`src/rtl/core/kwm_pkg.sv`:
```
// Package for the k-way run merge: configuration register indexes and the
// control word passed from the top level to the head store.
// No dependencies.
package kwm_pkg;

   localparam int CSR_INDEX_W = 1;

   localparam logic [CSR_INDEX_W-1:0] CSR_DESCENDING  = 1'b0;
   localparam logic [CSR_INDEX_W-1:0] CSR_RUNS_IN_USE = 1'b1;

   // Per-word control for the head store
   typedef struct packed {
      logic advance;   // registered word is consumed this cycle
      logic run_done;  // registered word is an end mark
      logic decide;    // no in-use run is still awaited: emit this cycle
   } kwm_ctl_type;

endpackage

```
`src/rtl/core/kwm_heads.sv`:
```
// Head store of the k-way run merge: one key/tag head per run, head valid
// bits and the awaiting mask, with the next-state view used for selection.
// Depends on kwm_pkg.
module kwm_heads
   import kwm_pkg::*;
#(
   parameter int MAX_RUNS  = 8,
   parameter int KEY_WIDTH = 32,
   parameter int TAG_WIDTH = 16,
   localparam int RUN_W    = $clog2(MAX_RUNS)
) (
   input  logic                        clock,
   input  logic                        reset,
   input  kwm_ctl_type                 ctl,
   input  logic                        found,
   input  logic [MAX_RUNS-1:0]         use_mask,
   input  logic [RUN_W-1:0]            item_run,
   input  logic signed [KEY_WIDTH-1:0] item_key,
   input  logic [TAG_WIDTH-1:0]        item_tag,
   input  logic [RUN_W-1:0]            best_run,
   output logic signed [KEY_WIDTH-1:0] keys_nx [MAX_RUNS],
   output logic [TAG_WIDTH-1:0]        tags_nx [MAX_RUNS],
   output logic [MAX_RUNS-1:0]         valid_nx,
   output logic [MAX_RUNS-1:0]         await_nx
);

   logic signed [KEY_WIDTH-1:0] keys_ff [MAX_RUNS];
   logic [TAG_WIDTH-1:0]        tags_ff [MAX_RUNS];
   logic [MAX_RUNS-1:0]         valid_ff, valid_in;
   logic [MAX_RUNS-1:0]         await_ff, await_in;
   logic [MAX_RUNS-1:0]         sel;
   logic [MAX_RUNS-1:0]         hit;
   logic [MAX_RUNS-1:0]         best_sel;

   always_comb begin
      for (int i = 0; i < MAX_RUNS; i++) begin
         sel[i]      = (item_run == RUN_W'(i));
         best_sel[i] = (best_run == RUN_W'(i));
      end
      // only an awaited, in-use run takes the word
      hit = sel & use_mask & await_ff;
   end

   always_comb begin
      for (int i = 0; i < MAX_RUNS; i++) begin
         keys_nx[i] = (hit[i] && !ctl.run_done) ? item_key : keys_ff[i];
         tags_nx[i] = (hit[i] && !ctl.run_done) ? item_tag : tags_ff[i];
      end
      valid_nx = ctl.run_done ? (valid_ff & ~hit) : (valid_ff | hit);
      await_nx = await_ff & ~hit;
   end

   always_comb begin
      valid_in = valid_ff;
      await_in = await_ff;
      if (ctl.advance) begin
         valid_in = valid_nx;
         await_in = await_nx;
         if (ctl.decide) begin
            if (found) begin
               valid_in = valid_nx & ~best_sel;
               await_in = best_sel;
            end else begin
               valid_in = '0;
               await_in = '1;
            end
         end
      end
   end

   always_ff @(posedge clock) begin
      if (reset) begin
         valid_ff <= '0;
         await_ff <= '1;
      end else begin
         valid_ff <= valid_in;
         await_ff <= await_in;
      end
   end

   // payload: written only where a row lands
   always_ff @(posedge clock) begin
      for (int i = 0; i < MAX_RUNS; i++) begin
         if (ctl.advance && hit[i] && !ctl.run_done) begin
            keys_ff[i] <= item_key;
            tags_ff[i] <= item_tag;
         end
      end
   end

endmodule

```
`src/rtl/core/kwm_select.sv`:
```
// Head selection of the k-way run merge: picks the first head in merge
// order among valid in-use runs, lowest run number on ties.
// Depends on kwm_pkg.
module kwm_select
   import kwm_pkg::*;
#(
   parameter int MAX_RUNS  = 8,
   parameter int KEY_WIDTH = 32,
   localparam int RUN_W    = $clog2(MAX_RUNS),
   localparam int LEAVES   = 1 << RUN_W
) (
   input  logic                        descending,
   input  logic [MAX_RUNS-1:0]         use_mask,
   input  logic [MAX_RUNS-1:0]         valid_nx,
   input  logic signed [KEY_WIDTH-1:0] keys_nx [MAX_RUNS],
   output logic                        found,
   output logic [RUN_W-1:0]            best_run
);

   function automatic logic goes_first(input logic desc,
                                       input logic signed [KEY_WIDTH-1:0] a,
                                       input logic signed [KEY_WIDTH-1:0] b);
      return desc ? (a > b) : (a < b);
   endfunction

   logic [MAX_RUNS-1:0]         cand;
   // compare tree, node n fed by nodes 2n (lower runs) and 2n+1
   logic                        t_ok  [2*LEAVES];
   logic [RUN_W-1:0]            t_run [2*LEAVES];
   logic signed [KEY_WIDTH-1:0] t_key [2*LEAVES];

   always_comb begin
      cand = valid_nx & use_mask;
      for (int i = 0; i < 2*LEAVES; i++) begin
         t_ok[i]  = 1'b0;
         t_run[i] = '0;
         t_key[i] = '0;
      end
      for (int i = 0; i < MAX_RUNS; i++) begin
         t_ok[LEAVES + i]  = cand[i];
         t_run[LEAVES + i] = RUN_W'(i);
         t_key[LEAVES + i] = keys_nx[i];
      end
      // strict compare keeps the lower side on equal keys
      for (int n = LEAVES - 1; n >= 1; n--) begin
         if (t_ok[2*n+1] && (!t_ok[2*n] ||
                             goes_first(descending, t_key[2*n+1], t_key[2*n]))) begin
            t_ok[n]  = 1'b1;
            t_run[n] = t_run[2*n+1];
            t_key[n] = t_key[2*n+1];
         end else begin
            t_ok[n]  = t_ok[2*n];
            t_run[n] = t_run[2*n];
            t_key[n] = t_key[2*n];
         end
      end
      found    = t_ok[1];
      best_run = t_run[1];
   end

endmodule

```
`src/rtl/core/k_way_run_merge.sv`:
```
// K-way merge of sorted runs: input word register, head store, head
// selection and result register. Depends on kwm_pkg, kwm_heads, kwm_select.
//
//   channel  handshake           payload
//   req      req_valid/ready     req_run, req_key, req_row_tag, req_run_done
//   rsp      rsp_valid/ready     rsp_out_run, rsp_out_key, rsp_out_tag,
//                                rsp_merge_done
//   csr      csr_we              csr_index, csr_wdata (write only)
//
// One word per cycle while the result register is empty or taken. A word is
// held in the input register, then the head update and the compare tree over
// all heads run combinationally into the result register.
// The input register drains whenever the result register is empty or taken.
// Reset is synchronous; it clears all heads, awaits every run, and sets
// ascending order with all runs in use.
module k_way_run_merge
   import kwm_pkg::*;
#(
   parameter int MAX_RUNS  = 8,
   parameter int KEY_WIDTH = 32,
   parameter int TAG_WIDTH = 16,
   localparam int RUN_W    = $clog2(MAX_RUNS),
   localparam int CNT_W    = $clog2(MAX_RUNS + 1)
) (
   input  logic                        clock,
   input  logic                        reset,
   input  logic                        req_valid,
   output logic                        req_ready,
   input  logic [RUN_W-1:0]            req_run,
   input  logic signed [KEY_WIDTH-1:0] req_key,
   input  logic [TAG_WIDTH-1:0]        req_row_tag,
   input  logic                        req_run_done,
   output logic                        rsp_valid,
   input  logic                        rsp_ready,
   output logic [RUN_W-1:0]            rsp_out_run,
   output logic signed [KEY_WIDTH-1:0] rsp_out_key,
   output logic [TAG_WIDTH-1:0]        rsp_out_tag,
   output logic                        rsp_merge_done,
   input  logic                        csr_we,
   input  logic [CSR_INDEX_W-1:0]      csr_index,
   input  logic [CNT_W-1:0]            csr_wdata
);

   logic                        descending_ff;
   logic [CNT_W-1:0]            runs_ff;
   logic [CNT_W-1:0]            runs_eff;
   logic [MAX_RUNS-1:0]         use_mask;

   logic                        in_valid_ff;
   logic [RUN_W-1:0]            in_run_ff;
   logic signed [KEY_WIDTH-1:0] in_key_ff;
   logic [TAG_WIDTH-1:0]        in_tag_ff;
   logic                        in_done_ff;

   logic                        rsp_valid_ff;
   logic [RUN_W-1:0]            out_run_ff;
   logic signed [KEY_WIDTH-1:0] out_key_ff;
   logic [TAG_WIDTH-1:0]        out_tag_ff;
   logic                        merge_done_ff;

   logic signed [KEY_WIDTH-1:0] keys_nx [MAX_RUNS];
   logic [TAG_WIDTH-1:0]        tags_nx [MAX_RUNS];
   logic [MAX_RUNS-1:0]         valid_nx;
   logic [MAX_RUNS-1:0]         await_nx;
   logic                        found;
   logic [RUN_W-1:0]            best_run;
   logic                        advance;
   kwm_ctl_type                 ctl;

   // configuration
   always_ff @(posedge clock) begin
      if (reset) begin
         descending_ff <= 1'b0;
         runs_ff       <= CNT_W'(MAX_RUNS);
      end else if (csr_we) begin
         unique case (csr_index)
            CSR_DESCENDING:  descending_ff <= csr_wdata[0];
            CSR_RUNS_IN_USE: runs_ff       <= csr_wdata;
            default: ;
         endcase
      end
   end

   // clamp the run count into 1..MAX_RUNS
   always_comb begin
      if (runs_ff == '0) begin
         runs_eff = CNT_W'(1);
      end else if (runs_ff > CNT_W'(MAX_RUNS)) begin
         runs_eff = CNT_W'(MAX_RUNS);
      end else begin
         runs_eff = runs_ff;
      end
      for (int i = 0; i < MAX_RUNS; i++) begin
         use_mask[i] = (CNT_W'(i) < runs_eff);
      end
   end

   assign advance   = in_valid_ff && (!rsp_valid_ff || rsp_ready);
   assign req_ready = !in_valid_ff || advance;

   // input word register
   always_ff @(posedge clock) begin
      if (reset) begin
         in_valid_ff <= 1'b0;
      end else if (req_valid && req_ready) begin
         in_valid_ff <= 1'b1;
      end else if (advance) begin
         in_valid_ff <= 1'b0;
      end
   end

   always_ff @(posedge clock) begin
      if (req_valid && req_ready) begin
         in_run_ff  <= req_run;
         in_key_ff  <= req_key;
         in_tag_ff  <= req_row_tag;
         in_done_ff <= req_run_done;
      end
   end

   always_comb begin
      ctl.advance  = advance;
      ctl.run_done = in_done_ff;
      ctl.decide   = ((await_nx & use_mask) == '0);
   end

   kwm_heads #(
      .MAX_RUNS  (MAX_RUNS),
      .KEY_WIDTH (KEY_WIDTH),
      .TAG_WIDTH (TAG_WIDTH)
   ) u_heads (
      .clock    (clock),
      .reset    (reset),
      .ctl      (ctl),
      .found    (found),
      .use_mask (use_mask),
      .item_run (in_run_ff),
      .item_key (in_key_ff),
      .item_tag (in_tag_ff),
      .best_run (best_run),
      .keys_nx  (keys_nx),
      .tags_nx  (tags_nx),
      .valid_nx (valid_nx),
      .await_nx (await_nx)
   );

   kwm_select #(
      .MAX_RUNS  (MAX_RUNS),
      .KEY_WIDTH (KEY_WIDTH)
   ) u_select (
      .descending (descending_ff),
      .use_mask   (use_mask),
      .valid_nx   (valid_nx),
      .keys_nx    (keys_nx),
      .found      (found),
      .best_run   (best_run)
   );

   // result register
   always_ff @(posedge clock) begin
      if (reset) begin
         rsp_valid_ff <= 1'b0;
      end else if (advance && ctl.decide) begin
         rsp_valid_ff <= 1'b1;
      end else if (rsp_ready) begin
         rsp_valid_ff <= 1'b0;
      end
   end

   always_ff @(posedge clock) begin
      if (advance && ctl.decide) begin
         if (found) begin
            out_run_ff    <= best_run;
            out_key_ff    <= keys_nx[best_run];
            out_tag_ff    <= tags_nx[best_run];
            merge_done_ff <= 1'b0;
         end else begin
            out_run_ff    <= '0;
            out_key_ff    <= '0;
            out_tag_ff    <= '0;
            merge_done_ff <= 1'b1;
         end
      end
   end

   assign rsp_valid      = rsp_valid_ff;
   assign rsp_out_run    = out_run_ff;
   assign rsp_out_key    = out_key_ff;
   assign rsp_out_tag    = out_tag_ff;
   assign rsp_merge_done = merge_done_ff;

endmodule
```
`config.mk`:
```
export PLATFORM = sky130hd
export DESIGN_NAME = k_way_run_merge
export DESIGN_NICKNAME = d
export VERILOG_FILES = /design/src/rtl/core/kwm_pkg.sv /design/src/rtl/core/kwm_heads.sv /design/src/rtl/core/kwm_select.sv /design/src/rtl/core/k_way_run_merge.sv
export SDC_FILE = /design/constraint.sdc
export NUM_CORES = 1
export LEC_CHECK = 0
export ABC_CLOCK_PERIOD_IN_PS = 21500
export BUFFER_PORTS_ARGS = -buffer_cell sky130_fd_sc_hd__buf_4
export CAP_MARGIN = 0
export CORE_ASPECT_RATIO = 1.1
export CORE_MARGIN = 5
export CORE_UTILIZATION = 65
export CTS_BUF_LIST = sky130_fd_sc_hd__clkbuf_8 sky130_fd_sc_hd__clkbuf_16
export CTS_CLUSTER_SIZE = 25
export DETAILED_ROUTE_END_ITERATION = 10
export PLACE_DENSITY = 0.83
export SLEW_MARGIN = 20
export SYNTH_ARGS = -nofsm -noshare
export SYNTH_HDL_FRONTEND = slang
export SYNTH_SLANG_ARGS = --single-unit
```
`constraint.sdc`:
```
create_clock -name clock -period 21.5 [get_ports clock]
set_clock_uncertainty 0.2 [all_clocks]
set_input_delay 1.075 -clock clock [delete_from_list [all_inputs] [get_ports clock]]
set_output_delay 1.075 -clock clock [all_outputs]
set_load 0.1 [all_outputs]
```
### Yosys cells after proc, flatten, opt, wreduce, memory -nomap -nowiden

Memories as Yosys holds them, arrays and structs flattened.
Cells that the tools add are included.
W data, S select, Z words.

* input bits: 62
* word-level logic and storage cells: 260
* register bits: 127
* RAM bits: 384
* memories: 2

Memory list
* u_heads.keys_ff: words 8, bits a word 32, rd ports 8, clocked after Yosys merged registers in 0, write ports 1, line kwm_heads.sv:27 `logic signed [KEY_WIDTH-1:0] keys_ff [MAX_RUNS];`
* u_heads.tags_ff: words 8, bits a word 16, rd ports 8, clocked after Yosys merged registers in 0, write ports 1, line kwm_heads.sv:28 `logic [TAG_WIDTH-1:0] tags_ff [MAX_RUNS];`

* bitwise gates (word level): 12
* eq/ne operators: 14
* multiplexer cells: 119
* reduce and logical (&&, ||, !) cells: 75
* $lt $le $gt $ge: 24

Operator list (count)
* $mux W32: 23
* $mux W16: 17
* $gt A32 B32 Y1: 7
* $lt A32 B32 Y1: 7
* $reduce_or A32 Y1: 7
* $reduce_or A16 Y1: 7
* $bmux W32 S3: 1
* $and A8 B8 Y8: 7
* $mux W1: 53
* $bmux W16 S3: 1
* $mux W3: 15
* $mux W8: 5
* $logic_and A1 B1 Y1: 34
* $eq A3 B3 Y1 const B: 8
* $lt A3 B4 Y1 const A: 4
* $not A8 Y8: 2
* $eq A3 B2 Y1 const B: 4
* $logic_not A1 Y1: 10
* $logic_or A1 B1 Y1: 9
* $logic_not A8 Y1: 1
* $lt A1 B4 Y1 const A: 2
* $lt A2 B4 Y1 const A: 2
* $mux W4: 2
* $or A8 B8 Y8: 1
* other kinds (10): 15

### Depth between registers and ports, before layout

Gate-level depths: netlist (run 1).

* depth in word-level cells: 29
* gate-level depth with buffers: 52
* depth with buffers taken out: 43

### Modules after synthesis

From an unflattened synthesis (run 1), not the netlist that was laid out.

* cell total of the unflattened synthesis: 2590
* area total of the unflattened synthesis: 32950.4 um^2

Modules (own cells, without submodules)
* kwm_heads: times used 1, sequential area each 11851.4 um^2, cells an instance 980, area each 17371.7 um^2
* kwm_select: times used 1, sequential area each 0.0 um^2, cells an instance 1224, area each 9002.4 um^2
* k_way_run_merge: times used 1, sequential area each 3263.1 um^2, cells an instance 386, area each 6576.3 um^2

### Worst setup path before layout (run 1)

No wires, ideal clock.

* path type: register to register
* start: register in_run_ff[1]
* end: register out_tag_ff[9] (netlist: rsp_out_tag[9]), data pin
* stages on the path, launching flop included: 47
* buffers on the path: 9
* period minus slack after synthesis: 11.538 ns
* slack: 9.962 ns
* required time: 21.025 ns
* arrival time: 11.063 ns
* cell sequence: edfxtp_1 > buf_2 > nand3b_1 > nor4b_2 > clkbuf_1 > buf_1 > mux2i_1 > inv_1 > ha_1 > and4_1 > a221oi_1 > o21ai_0 > a311oi_1 > o211a_1 > o21ai_0 > a31oi_1 > clkbuf_1 > clkbuf_1 > [11 not listed] > o21ai_0 > ha_1 > nand3_1 > or3_1 > nor4_1 > o31ai_1 > a21oi_1 > mux2i_1 > o21ai_1 > inv_1 > and2_1 > a22o_4 > nor2_2 > buf_2 > clkbuf_1 > o21ai_0 > nand3_1 > o221ai_1

* longest elaborated chain between the ends: 25
* elaborated cells between the ends (all ways): 105
* those cells by class: order compare (14); eq/ne (7); mux (47); bitwise (7); reduce/logical (30)

RTL lines
* from (decl): line k_way_run_merge.sv:50 `logic [RUN_W-1:0] in_run_ff;`
* from (signal assigned): line k_way_run_merge.sv:114 `in_run_ff <= req_run;`
* $eq A3 B3 Y1 (tied with other cells): line kwm_heads.sv:37 `sel[i] = (item_run == RUN_W'(i));`
* $and A8 B8 Y8 * (2 in series): line kwm_heads.sv:41 `hit = sel & use_mask & await_ff;`
* parallel branches: the longest is 22 deep, another holds $lt A32 B32 Y1
* to (signal assigned): line k_way_run_merge.sv:175 `out_tag_ff <= tags_nx[best_run];`
* to (decl): line k_way_run_merge.sv:58 `logic [TAG_WIDTH-1:0] out_tag_ff;`

Mark *: on every way between the ends. The select of a mux whose other input is x is not followed.
A chain may end at the register's enable or synchronous reset.

### Worst setup path after layout (run 1)

* start: register in_done_ff
* end: register out_key_ff[14] (netlist: rsp_out_key[14]), data pin

* longest elaborated chain between the ends: 22
* elaborated cells between the ends (all ways): 85
* those cells by class: order compare (14); mux (39); bitwise (2); reduce/logical (30)

RTL lines
* from (decl): line k_way_run_merge.sv:53 `logic in_done_ff;`
* from (signal assigned): line k_way_run_merge.sv:117 `in_done_ff <= req_run_done;`
* $logic_not A1 Y1: line kwm_heads.sv:46 `keys_nx[i] = (hit[i] && !ctl.run_done) ? item_key : keys_ff[i];`
* $logic_and A1 B1 Y1: line kwm_heads.sv:46
* $mux W32: line kwm_heads.sv:46
* $lt A32 B32 Y1 / $gt A32 B32 Y1 (equally long branches): line kwm_select.sv:23 `return desc ? (a > b) : (a < b);`
* $mux W1: line kwm_select.sv:23
* $logic_or A1 B1 Y1: line kwm_select.sv:46 `if (t_ok[2*n+1] && (!t_ok[2*n] ||`
* $logic_and A1 B1 Y1: line kwm_select.sv:46
* $mux W32: line kwm_select.sv:46
* [5 not listed]
* $lt A32 B32 Y1 / $gt A32 B32 Y1 (equally long branches): line kwm_select.sv:23
* $mux W1: line kwm_select.sv:23
* $logic_or A1 B1 Y1: line kwm_select.sv:46
* $logic_and A1 B1 Y1: line kwm_select.sv:46
* $mux W3: line kwm_select.sv:46
* $not A3 Y4 (not written as such): line k_way_run_merge.sv:174 `out_key_ff <= keys_nx[best_run];`
* $bmux W32 S3: line k_way_run_merge.sv:174
* $mux W32 (not written as such) (2 in series): line k_way_run_merge.sv:174
* to (signal assigned): line k_way_run_merge.sv:174
* to (decl): line k_way_run_merge.sv:57 `logic signed [KEY_WIDTH-1:0] out_key_ff;`

Parallel ways exist; a longest one is shown, timed or not. The select of a mux whose other input is x is not followed.

==> results of run 1 <==
==> path summary, 6_finish.rpt <==
| check | to | cells after the start | slack, ns |
|---|---|---|---|
| worst max-delay path | rsp_out_key[14] | 43 | 4.35 |
| worst max register to register | rsp_out_key[14] | 43 | 4.35 |
| worst min-delay path | u_heads.await_ff[0] | 2 | 0.27 |
| worst min register to register | u_heads.await_ff[0] | 2 | 0.27 |
==> power breakdown <==
group	internal (mW)	switching (mW)
sequential	1.11	0.0242
clock	0.569	0.410
combinational	0.128	0.273
total	1.81	0.707
==> through the flow <==
stage	cell area, µm²	utilization (%)	total power, mW
6_report	34000	72.7	2.51
3_3_place_gp	32200	68.8	1.52
4_1_cts	34000	72.7	2.50
5_1_grt	34000	72.7	2.58
3_5_place_dp	32200	68.8	1.54
2_1_floorplan	30700	-	1.39
==> cells by family (layout without fill, tap and decap cells) <==
group | count (synthesis) | in the layout | synth area share (%)
multiplexers | 321 | 321 | 10.6
buffers and inverters | 341 | 425 | 4.36
adder cells (fa/ha/maj) | 221 | 221 | 9.01
AO/OA/AOI/OAI | 756 | 756 | 15.4
flip-flops | 511 | 511 | 49.3
AND/OR/NAND/NOR | 760 | 760 | 11.2
XOR/XNOR | 3 | 3 | 0.0857
==> per-layer routing <==
layer	vias up	routed length, µm	global-route usage [%]	share of wire (%)
met4	2	8170	23.6	7.7
met5	-	13	0	0.012
met1	12200	38100	51.6	36
met3	534	12700	8.20	12
met2	1955	47700	63.2	45
li1	11100	-	-	-
==> layout make-up <==
class	instances	area (µm²)	share of cell area (%)
Inverter	155	583	1.72
Clock buffer	53	1320	3.87
Tap cell	595	744	2.19
Clock inverter	41	518	1.52
Timing Repair Buffer	176	1330	3.90
Multi-Input combinational cell	2061	14400	42.3
Sequential cell	511	15100	44.5
==> cells in the mapped netlist (23+ instances only) <==
library cell	n
a211oi_1	42
clkbuf_1	125
mux2_2	33
nand4_1	32
o211ai_1	46
and3_1	25
o22ai_1	35
edfxtp_1	488
nand2_1	338
ha_1	220
dfxtp_1	23
buf_2	34
nor3_1	35
nor2_1	161
a21oi_1	212
inv_1	153
a31oi_1	31
buf_1	24
o21ai_0	222
nand3_1	80
mux2i_1	287
==> critical path: cells and delay by family, from the launching register on <==
| kind | cells | cell delay [ns] |
|---|---|---|
| buffers and inverters | 6 | 2.98 |
| muxes | 2 | 0.78 |
| adders and majority gates | 3 | 1.03 |
| DFF | 1 | 0.87 |
| AOI/OAI and AO/OA | 16 | 4.79 |
| and+or+nand+nor | 16 | 6.08 |
==> sequential cells by signal, indices dropped and copies added, names as in the netlist <==
name	flops
descending_ff	1
in_done_ff	1
in_key_ff	32
in_run_ff	3
in_tag_ff	16
in_valid_ff	1
rsp_merge_done	1
rsp_out_key	32
rsp_out_run	3
rsp_out_tag	16
rsp_valid	1
runs_ff	4
u_heads.await_ff	8
u_heads.keys_ff	256
u_heads.tags_ff	128
u_heads.valid_ff	8
==> impl_results.md, run 1 <==
* DR DRC count at 0
* First-pass GRT wire length at between 150000 and 200000 µm
* Worst hold margin at approximately 0.27 ns
* Final WS setup at approximately 4.3 ns
* # rows at between 80 and 90
* Ys async rst share at 0%
* Synth unique cells at 90
* Most frequent CP cell: buf_4
* Actual slew at the worst max-slew pin at 1.15 ns
* Mapped Cells at ~2900
* Avg Inst Size Synth at between 10 and 15 µm²
* Leakage power at roughly 14 nW
* CP Launch Point: in_done_ff
* PortBufs at 115
* Worst vdd ir at just under 0.09 mV
* Syn_nets at between 3000 and 4000
* Dpl hpwl at slightly above 70000 µm
* Vias/cell at roughly 7.2
* Most frequent cells in the layout: edfxtp_1, nand2_1, mux2i_1
* DIE AREA at between 50000 and 60000 µm²
* Non-Filler Instances at approximately 3600
* Total setup buffers inserted after CTS at 0
* Seq cells post-synth at approximately 500
* Main flop type after synthesis: edfxtp_1
* ANT nets after route at 0
* Clock-pin slew on the worst setup and hold paths at 0.07 ns
* Post-synthesis sequential area ratio at about half
* Max incr delay on CP at 0.94 ns
* Routed WL at roughly 110000 µm
* CTS H-tree depth at 2
* CTS Buf Count at a little over 50
* Fillers at around 3300
* Hold Crit Start: u_heads.await_ff[0]
* IO Count at around 120
* Top cell type by total area after synthesis: edfxtp_1
* Antenna Cells at 0
* Synth top area cells: edfxtp_1, mux2i_1, ha_1
* Final hold vios at 0
* Worst Hold Class: reg -> reg
* Slowest CP cell: a31oi_4
* Startpoint Class: flop
* Max-cap violations at 0
* Commonest non-fill, non-tap cell in the layout: edfxtp_1
* Tmin final at 17.15 ns
* TNS Setup at 0 ns
* Avg WL per Cell at between 20 and 30 µm
* Relative max-transition margin at a little under a quarter
* Critical path data arrival time at 17.32 ns
* Die width at 217 µm
* Post-synth EDFFs at between 400 and 500
* Fraction of layout cells with a size suffix above 1 at between 10 and 15%
* Root Buffer: clkbuf_16
* Status: finished, final reports clean
* Global Route Usage Sum at about two fifths
* Final setup viols at 0
* Initial antenna violation count at 2
* Final GP Congestion at roughly 1.1
* Starting Density at between 60% and 70%
* Place WS at 4.93 ns
* Post-CTS resize count at 0
* Req. time, crit path at approximately 22 ns
* Total number of yosys warnings at 0
* Area fraction of the dominant cell type after synthesis at between 40 and 50%
* # hold bufs at CTS at 0
* 1st-iter DRT viols at around 3600
* Total gr overflow at 0
* Die height at 238 µm
* Core Area at around 47000 µm²
* FF-to-FF Start: in_done_ff
* Crit Path Max Fanout at 63
* Pin count of the biggest net entering global routing at 74
* Synth Cell Area at 30700 µm²
* WS Path Type: reg -> reg
* Fmax at 0.0583 GHz
* Element type at the critical path end: flop
* DR vias at roughly 26000
* Nets at 3238
* Area delta synth->final at 10.9%
* Clock latency on the worst-skew pair at between 0.6 and 0.7 ns
* Unrepaired setup endpoints after global routing: false
* Drt first pass iters at 7
* TritonCTS clock tree: done
* # clock sinks at approximately 510
* Final worst path period share at ~80%
* Final Max Tran Viols at 0
* CTS max path bufs at 3
* Cells after DPL at 3498
* Vias in the first global route at about 25000
* PwrDens at about 74 nW/µm²
(Power assumes the default switching activity.)
==> inputs of run 2 (changes only) <==
- ABC_CLOCK_PERIOD_IN_PS: 21500 -> 15360
- CORE_UTILIZATION: 65 -> 57
- PLACE_DENSITY: 0.83 -> 0.77
- clock period: 21.5 -> 15.36 ns (I/O delays scaled with it)
==> impl_results.md, run 2 (same netlist as run 1, synthesis figures left out) <==
* Status: finished, final reports clean
* Fillers at 4117
* Worst Reg-to-Reg Cells at 41
* Clock latency on the worst-skew pair at around 0.65 ns
* Die width at 231 µm
* Final WS setup at between 0.6 and 0.7 ns
* Leakage power at around 14 nW
* Element type at the critical path end: flop
* Worst Hold Class: in -> reg
* Actual slew at the worst max-slew pin at around 1.2 ns
* CTS max path bufs at 3
* Crit Path Max Fanout at 42
* Commonest non-fill, non-tap cell in the layout: edfxtp_1
* 1st-iter DRT viols at around 3200
* Avg WL per Cell at roughly 29 µm
* CTS Buf Count at 54
* Placed Area at roughly 33000 µm²
* Worst hold margin at 0.0885 ns
* Pin count of the biggest net entering global routing at ~70
* CTS H-tree depth at 2
* Multi-input gate area at roughly 14000 µm²
* Routed WL at 108000 µm
* DIE AREA at a little under 60000 µm²
* IO Count at about 120
* Nets at 3267
* Core Area at around 53000 µm²
* TritonCTS clock tree: done
* TNS Setup at 0 ns
* Startpoint Class: flop
* Min-Delay Path Depth at 1
* Worst vdd ir at about 0.096 mV
* ANT nets after route at 0
* Final worst path period share at about 96%
* Max incr delay on CP at 0.76 ns
* PortBufs at roughly 120
* Die height at about 250 µm
* Tmin final at 14.70 ns
* Reg area at around 15000 µm²
* Layout Utilization at 64.6%
* Clock-pin slew on the worst setup and hold paths at ~0.060 ns
* Most frequent cells in the layout: edfxtp_1, nand2_1, mux2i_1
* Initial antenna violation count at 4
* Starting Density at a little under three fifths
* Place WS at roughly 0.86 ns
* Total gr overflow at 0
* DR DRC count at 0
* WS Path Type: reg -> reg
* DR vias at around 25000
* Final Max Tran Viols at 0
* Final setup viols at 0
* # clock sinks at between 500 and 600
* PwrDens at around 100 nW/µm²
* Unrepaired setup endpoints after global routing: false
* Vias/cell at 6.79
* # rows at 89
* Max-cap violations at 0
* Design area at approximately 35000 µm²
* Reg with most FFs: u_heads.keys_ff
* # hold bufs at CTS at 0
* Final GP Congestion at slightly above 1
* Max reg flops at 256
* Fmax at 0.0680 GHz
* Root Buffer: clkbuf_16
* Dpl hpwl at 74100 µm
* Drt first pass iters at 6
* Top flop regs: u_heads.keys_ff x256, u_heads.tags_ff x128
* Slowest CP cell: or3_2
* Relative max-transition margin at 21.3%
* Vias in the first global route at about 25000
* Area delta synth->final at 12.5%
* First-pass GRT wire length at 159000 µm
* Final hold vios at 0
* Critical path data arrival time at between 10 and 15 ns
* Fraction of layout cells with a size suffix above 1 at 12.6%
* Global Route Usage Sum at a little over a third
* Req. time, crit path at 15.49 ns
[run 2: changes by cell type in the layout (fill, tap and decap cells not counted), sizes merged, moves of 3 or more]
cell	previous run	this run
buf	176	202
clkinvlp	3	12
diode	0	3
inv	163	160
[run 2: worst paths after layout]
check                        end                 from  slack, ns
max              rsp_out_key[14]         in_run_ff[0]       0.66
min                 in_tag_ff[3]       req_row_tag[3]       0.09
max reg2reg      rsp_out_key[14]         in_run_ff[0]       0.66
min reg2reg  u_heads.valid_ff[6]  u_heads.valid_ff[6]       0.27
[run 2: through the flow]
stage | cells | total power [mW]
6_report | 3715 | 3.57
5_1_grt | 3712 | 3.68
3_5_place_dp | 3611 | 2.18
2_1_floorplan | 2913 | 1.95
3_3_place_gp | 3611 | 2.17
4_1_cts | 3712 | 3.56
[run 2: report_power, final]
part	total (mW)	switching [mW]	leakage [nW]	internal, mW
Sequential	1.59	0.0334	4.63	1.55
Clock	1.40	0.594	0.916	0.804
Combinational	0.590	0.394	8.18	0.197
[run 2: repair_timing]
action                                  in CTS  in global routing
resized for setup                            0                  1
endpoints found under the setup margin       0                 48
setup buffers                                0                  0
[run 2: worst max-delay path: cells and delay by family (launching register included)]
kind                     cells  cell delay, ns
AND/OR/NAND/NOR             17            6.50
AO/OA/AOI/OAI               13            3.72
buffers and inverters        5            1.40
adder cells (fa/ha/maj)      3            1.25
multiplexers                 3            0.71
flip-flops                   1            0.53
[run 2: area by class of cell]
cell class / instances / share of cell area (%)
flip-flops and latches: 511 / 43.8
inverters: 155 / 1.69
clock inverters: 47 / 1.65
repair buffers: 202 / 4.72
well taps: 682 / 2.47
multi-input cells: 2061 / 41.7
diodes: 3 / 0.0218
clock buffers: 54 / 3.92
[run 2: metal layers]
metal  up-vias  GRT usage [%]  part of all wire, %
met5         -              0                0.031
met4         4           17.5                  5.8
met3       341           6.47                  9.4
met2      1569           58.2                   46
met1     12200           47.4                   39
li1      11100              -                    -
